[config.mk]
export PLATFORM = sky130hd
export DESIGN_NAME = aesbe_round
export DESIGN_NICKNAME = d
export VERILOG_FILES = /design/src/rtl/aesbe_pkg.sv /design/src/rtl/aesbe_round.sv
export SDC_FILE = /design/constraint.sdc
export NUM_CORES = 2
export LEC_CHECK = 0
export BUFFER_PORTS_ARGS = -buffer_cell sky130_fd_sc_hd__buf_4
export CORE_ASPECT_RATIO = 1.5
export CORE_MARGIN = 5
export CORE_UTILIZATION = 30
export DETAILED_ROUTE_END_ITERATION = 10
export PLACE_DENSITY_LB_ADDON = 0.12
export RECOVER_POWER = 50
export SKIP_LAST_GASP = 1
export SLEW_MARGIN = 20
export SYNTH_ARGS = -nofsm -noshare
export SYNTH_HDL_FRONTEND = slang
export SYNTH_SLANG_ARGS = --single-unit
export TNS_END_PERCENT = 5
[constraint.sdc]
create_clock -name clk_i -period 0.8 [get_ports clk_i]
set_input_delay 0 -clock clk_i [delete_from_list [all_inputs] [get_ports clk_i]]
set_output_delay 0 -clock clk_i [all_outputs]
set_load 0.02 [all_outputs]
[src/rtl/aesbe_pkg.sv]
// Shared types, constants and byte-level functions for the AES block encrypt core.
// Used by the round stage, the key expansion unit and the top level; no dependencies.
package aesbe_pkg;

  localparam int unsigned MAX_ROUNDS = 14;
  localparam int unsigned NUM_RK     = MAX_ROUNDS + 1;
  localparam int unsigned BLK_W      = 128;
  localparam int unsigned WORD_W     = 64;
  localparam int unsigned RK_IDX_W   = $clog2(NUM_RK);
  localparam int unsigned CFG_IDX_W  = 3;

  localparam logic [RK_IDX_W-1:0] NR_128 = RK_IDX_W'(10);
  localparam logic [RK_IDX_W-1:0] NR_256 = RK_IDX_W'(MAX_ROUNDS);

  // Configuration register indexes
  localparam logic [CFG_IDX_W-1:0] REG_KEY_MODE = 3'd0;
  localparam logic [CFG_IDX_W-1:0] REG_KEY_0    = 3'd1;
  localparam logic [CFG_IDX_W-1:0] REG_KEY_1    = 3'd2;
  localparam logic [CFG_IDX_W-1:0] REG_KEY_2    = 3'd3;
  localparam logic [CFG_IDX_W-1:0] REG_KEY_3    = 3'd4;

  typedef logic [NUM_RK-1:0][BLK_W-1:0] rk_arr_t;

  typedef struct packed {
    logic             vld;
    logic [BLK_W-1:0] blk;
  } stage_t;

  typedef enum logic [1:0] {
    RND_FULL,
    RND_FINAL,
    RND_PASS
  } rnd_kind_e;

  localparam logic [7:0] SBOX [256] = '{
    8'h63, 8'h7c, 8'h77, 8'h7b, 8'hf2, 8'h6b, 8'h6f, 8'hc5,
    8'h30, 8'h01, 8'h67, 8'h2b, 8'hfe, 8'hd7, 8'hab, 8'h76,
    8'hca, 8'h82, 8'hc9, 8'h7d, 8'hfa, 8'h59, 8'h47, 8'hf0,
    8'had, 8'hd4, 8'ha2, 8'haf, 8'h9c, 8'ha4, 8'h72, 8'hc0,
    8'hb7, 8'hfd, 8'h93, 8'h26, 8'h36, 8'h3f, 8'hf7, 8'hcc,
    8'h34, 8'ha5, 8'he5, 8'hf1, 8'h71, 8'hd8, 8'h31, 8'h15,
    8'h04, 8'hc7, 8'h23, 8'hc3, 8'h18, 8'h96, 8'h05, 8'h9a,
    8'h07, 8'h12, 8'h80, 8'he2, 8'heb, 8'h27, 8'hb2, 8'h75,
    8'h09, 8'h83, 8'h2c, 8'h1a, 8'h1b, 8'h6e, 8'h5a, 8'ha0,
    8'h52, 8'h3b, 8'hd6, 8'hb3, 8'h29, 8'he3, 8'h2f, 8'h84,
    8'h53, 8'hd1, 8'h00, 8'hed, 8'h20, 8'hfc, 8'hb1, 8'h5b,
    8'h6a, 8'hcb, 8'hbe, 8'h39, 8'h4a, 8'h4c, 8'h58, 8'hcf,
    8'hd0, 8'hef, 8'haa, 8'hfb, 8'h43, 8'h4d, 8'h33, 8'h85,
    8'h45, 8'hf9, 8'h02, 8'h7f, 8'h50, 8'h3c, 8'h9f, 8'ha8,
    8'h51, 8'ha3, 8'h40, 8'h8f, 8'h92, 8'h9d, 8'h38, 8'hf5,
    8'hbc, 8'hb6, 8'hda, 8'h21, 8'h10, 8'hff, 8'hf3, 8'hd2,
    8'hcd, 8'h0c, 8'h13, 8'hec, 8'h5f, 8'h97, 8'h44, 8'h17,
    8'hc4, 8'ha7, 8'h7e, 8'h3d, 8'h64, 8'h5d, 8'h19, 8'h73,
    8'h60, 8'h81, 8'h4f, 8'hdc, 8'h22, 8'h2a, 8'h90, 8'h88,
    8'h46, 8'hee, 8'hb8, 8'h14, 8'hde, 8'h5e, 8'h0b, 8'hdb,
    8'he0, 8'h32, 8'h3a, 8'h0a, 8'h49, 8'h06, 8'h24, 8'h5c,
    8'hc2, 8'hd3, 8'hac, 8'h62, 8'h91, 8'h95, 8'he4, 8'h79,
    8'he7, 8'hc8, 8'h37, 8'h6d, 8'h8d, 8'hd5, 8'h4e, 8'ha9,
    8'h6c, 8'h56, 8'hf4, 8'hea, 8'h65, 8'h7a, 8'hae, 8'h08,
    8'hba, 8'h78, 8'h25, 8'h2e, 8'h1c, 8'ha6, 8'hb4, 8'hc6,
    8'he8, 8'hdd, 8'h74, 8'h1f, 8'h4b, 8'hbd, 8'h8b, 8'h8a,
    8'h70, 8'h3e, 8'hb5, 8'h66, 8'h48, 8'h03, 8'hf6, 8'h0e,
    8'h61, 8'h35, 8'h57, 8'hb9, 8'h86, 8'hc1, 8'h1d, 8'h9e,
    8'he1, 8'hf8, 8'h98, 8'h11, 8'h69, 8'hd9, 8'h8e, 8'h94,
    8'h9b, 8'h1e, 8'h87, 8'he9, 8'hce, 8'h55, 8'h28, 8'hdf,
    8'h8c, 8'ha1, 8'h89, 8'h0d, 8'hbf, 8'he6, 8'h42, 8'h68,
    8'h41, 8'h99, 8'h2d, 8'h0f, 8'hb0, 8'h54, 8'hbb, 8'h16
  };

  function automatic logic [7:0] xtime(input logic [7:0] a);
    return {a[6:0], 1'b0} ^ (a[7] ? 8'h1b : 8'h00);
  endfunction

  function automatic logic [31:0] sub_word(input logic [31:0] w);
    return {SBOX[w[31:24]], SBOX[w[23:16]], SBOX[w[15:8]], SBOX[w[7:0]]};
  endfunction

  // Byte j of the block sits at the top end: byte 0 is bits 127:120
  function automatic logic [127:0] sub_shift(input logic [127:0] s);
    logic [127:0] t;
    t = '0;
    for (int c = 0; c < 4; c++) begin
      for (int r = 0; r < 4; r++) begin
        t[127 - 8*(c*4 + r) -: 8] = SBOX[s[127 - 8*(((c + r) % 4)*4 + r) -: 8]];
      end
    end
    return t;
  endfunction

  function automatic logic [127:0] mix_columns(input logic [127:0] s);
    logic [127:0] t;
    logic [7:0]   a0, a1, a2, a3;
    t = '0;
    for (int c = 0; c < 4; c++) begin
      a0 = s[127 - 8*(c*4)     -: 8];
      a1 = s[127 - 8*(c*4 + 1) -: 8];
      a2 = s[127 - 8*(c*4 + 2) -: 8];
      a3 = s[127 - 8*(c*4 + 3) -: 8];
      t[127 - 8*(c*4)     -: 8] = xtime(a0) ^ xtime(a1) ^ a1 ^ a2 ^ a3;
      t[127 - 8*(c*4 + 1) -: 8] = a0 ^ xtime(a1) ^ xtime(a2) ^ a2 ^ a3;
      t[127 - 8*(c*4 + 2) -: 8] = a0 ^ a1 ^ xtime(a2) ^ xtime(a3) ^ a3;
      t[127 - 8*(c*4 + 3) -: 8] = xtime(a0) ^ a0 ^ a1 ^ a2 ^ xtime(a3);
    end
    return t;
  endfunction

endpackage

[src/rtl/aesbe_round.sv]
// One registered cipher round: SubBytes, ShiftRows, optional MixColumns, AddRoundKey; or a pass-through.
// Depends on aesbe_pkg for the S-box, the column mix and the stage type.
module aesbe_round (
  input  logic                   clk_i,
  input  logic                   rst_ni,
  input  logic                   en_i,
  input  aesbe_pkg::rnd_kind_e   kind_i,
  input  logic [127:0]           rk_i,
  input  aesbe_pkg::stage_t      stage_i,
  output aesbe_pkg::stage_t      stage_o
);
  import aesbe_pkg::*;

  logic [127:0] sub_d;
  logic [127:0] blk_d;
  logic         vld_q;
  logic [127:0] blk_q;

  // Round datapath; rounds beyond the active count pass the block through
  always_comb begin
    sub_d = sub_shift(stage_i.blk);
    unique case (kind_i)
      RND_FULL:  blk_d = mix_columns(sub_d) ^ rk_i;
      RND_FINAL: blk_d = sub_d ^ rk_i;
      RND_PASS:  blk_d = stage_i.blk;
      default:   blk_d = stage_i.blk;
    endcase
  end

  // Advance the valid bit with the pipeline
  always_ff @(posedge clk_i or negedge rst_ni) begin
    if (!rst_ni) begin
      vld_q <= 1'b0;
    end else if (en_i) begin
      vld_q <= stage_i.vld;
    end
  end

  // Hold the block while stalled
  always_ff @(posedge clk_i) begin
    if (en_i) begin
      blk_q <= blk_d;
    end
  end

  assign stage_o.vld = vld_q;
  assign stage_o.blk = blk_q;

endmodule

==> reports/metrics.cfg <==
[sta]
period_minus_slack_ns = 3.19
slew_headroom = 0.439
setup_slack_ns = -2.39
fin_hold_ws_ns = -0.0753
hold_viol = 4
period_share = 3.99
rsz0062_at_grt = true
setup_viol = 385
max_freq_mhz = 314
finClkSkew_ns = 0
worstMarginPinSlew_ns = 0.832
maxSlewViolCount = 0

[synth]
ys_seq_elements = 129
ys_types = 130
syn_avg_cell_area_um2 = 7.19
syn-cell-area_um2 = 68000
synth_edf_count = 128
synth_nets = 9941
ys.warnings.count = 0
async_flop_share = 0.00775
synthCells = 9449
synth_ff_type = edfxtp_1
synth-seq-area-share = 0.0569

[floorplan]
die_y_um = 593
die_x_um = 399
ios = 391
start_util = 0.301
die-area_um2 = 236000
coreArea_um2 = 226000
fp-row-count = 214

[global_routing]
grt_pass1_wl_mm = 711
gr-total-overflow = 0
grt_max_degree = 57
antenna_found_initial = 45
track_usage = 0.406
grt_pass1_vias = 98300

[detailed_routing]
viasPerCell = 6.24
first_pass_iters = 9
wl_met2_mm = 231
drc = 0
top_layer = met5
ant_nets = 0
post_drt_wl_per_cell_um = 31.6
vias = 100000
met3_length_mm = 45.4
wl_met1_mm = 185
drt_iter0_markers = 11600
wl_mm = 506

[layout]
layout-drive-gt1-share = 0.459
final_cell_mix = buf_4, nand2_1, a21oi_1, o21ai_0, nor2_1
final_util = 0.492
instances_no_fill = 16000
final_nets = 13500
final_common_cell = buf_4
fill_cells = 22800
area_delta_synth_final_pct = 63.6

[run_status]
violations = negative hold slack, negative setup slack
status = complete, but fails checks

[worst_setup_path]
worst_setup_path_end_kind = flop
timing.rr.end = vld_q
crit_arrival_ns = 3.44
cp_common_cell = buf_4
crit_path_start_kind = primary input
critPathTopFamily = compound AO/OA/AOI/OAI gates
crit_fanout = 5
required_ns = 1.05
cp_slowest_cell = a222oi_1
worstSetupPathType = primary input to flop
crit_path_end = blk_q[27]
path_depth = 19
crit_path_start = stage_i[112]
reg2reg_from = vld_q
rr_worst_depth = 1
path_cells = buf_8 -> clkinvlp_4 -> buf_12 -> ha_4 -> buf_4 -> nor2b_1 -> buf_4 -> nor3_1 -> a311oi_1 -> a31oi_1 -> o221ai_2 -> buf_4 -> o21ai_1 -> buf_4 -> buf_12 -> xor2_4 -> xor2_2 -> xnor2_1 -> a222oi_1
path_buf_inv = 8
r2r_slack_ns = 0.06
max_stage_delay_ns = 0.64

[power]
power_density_nw_per_um2 = 1130
design_power_total_uw = 126000
leakagePower_uw = 0.0475
ir_worst_vdd_v = 0.00141

[placed_design]
pre_cts_slack_ns = -3.53
io_buffers = 390
place.gp.congestion = 1.07
dp_hpwl_mm = 413
placed_cells = 15700

[clocking]
cts_tree = done
clock-root-buffer = clkbuf_16
clock-sinks = 129
cts_max_path_buffers = 2
cts_buffers = 17
h-tree-depth = 4
clock_latency_ns = 0.55
clk_pin_slew_worst_paths_ns = 0.08

[job]
drv_cap = 0

[worst_hold_path]
min_path_type = primary input to flop
hold_depth = 3

[worst min-delay path by stage]
stage                    from         end  slack [ns]
floorplan              rst_ni       vld_q       -0.30
global placement       rst_ni       vld_q       -0.22
detailed placement     rst_ni       vld_q       -0.22
CTS                 rk_i[125]  blk_q[125]       -0.11
global route         rk_i[72]   blk_q[72]       -0.07
finish               rk_i[72]   blk_q[72]       -0.08
[registers in the layout (all words and copies together) (netlist names)]
name   cells
blk_q    128
vld_q      1
[power by group]
group	internal (uW)	switching, uW
clock network	4860	4240
logic	51200	55600
registers	9200	1040
[what timing repair did]
item                       in CTS  in global routing
buffers inserted               97                109
setup endpoints to repair     257                385
hold buffers                   64                  1
pin swaps                     143                183
cloned                          1                  3
hold endpoints to repair       88                  4
gates resized for setup       560                570
[metal layers]
layer  track usage  up-vias
li1              -    43100
met1         0.476    48500
met2         0.672     6476
met3        0.0801     1947
met4         0.273       36
met5             0        -
[Yosys cell counts, types with 197 or more instances]
| library cell | n | area share |
|---|---|---|
| o21ai_0 | 688 | 0.051 |
| nor2_1 | 644 | 0.036 |
| nor3_1 | 313 | 0.023 |
| nor2b_1 | 289 | 0.027 |
| nand2b_1 | 324 | 0.030 |
| a31oi_1 | 197 | 0.018 |
| nand2_1 | 779 | 0.043 |
| mux4_2 | 296 | 0.098 |
| ha_1 | 230 | 0.042 |
| buf_2 | 374 | 0.028 |
| nand3_1 | 339 | 0.025 |
| a21oi_1 | 664 | 0.049 |
| xnor2_1 | 321 | 0.041 |
| clkbuf_1 | 577 | 0.032 |
[through the flow]
| step | area (um^2) | setup TNS [ns] | hold slack, ns |
|---|---|---|---|
| 4_1_cts | 108000 | -350.12 | -0.109 |
| 6_report | 111000 | -353.67 | -0.0753 |
| 3_3_place_gp | 103000 | -392.05 | -0.224 |
| 3_5_place_dp | 103000 | -391.38 | -0.223 |
| 2_1_floorplan | 69200 | -307.14 | -0.296 |
| 5_1_grt | 111000 | -364.57 | -0.0738 |
[kinds of logic after synthesis]
logic type	synth area share
mux	0.130
fa+ha+maj	0.0423
flops	0.0569
simple gates	0.246
buf+inv	0.0903
xor+xnor	0.0865
compound gates	0.348
[final cells by class]
class	count	area [um^2]	share of cell area
Multi-Input combinational cell	7965	62700	0.563
Timing Repair Buffer	4681	39400	0.354
Sequential cell	129	3870	0.0348
Tap cell	3024	3780	0.0340
Inverter	192	866	0.00778
Clock buffer	17	425	0.00382
Clock inverter	14	165	0.00148
Antenna cell	23	57.6	0.000517
No activity file was read; power rests on OpenSTA's default activity.
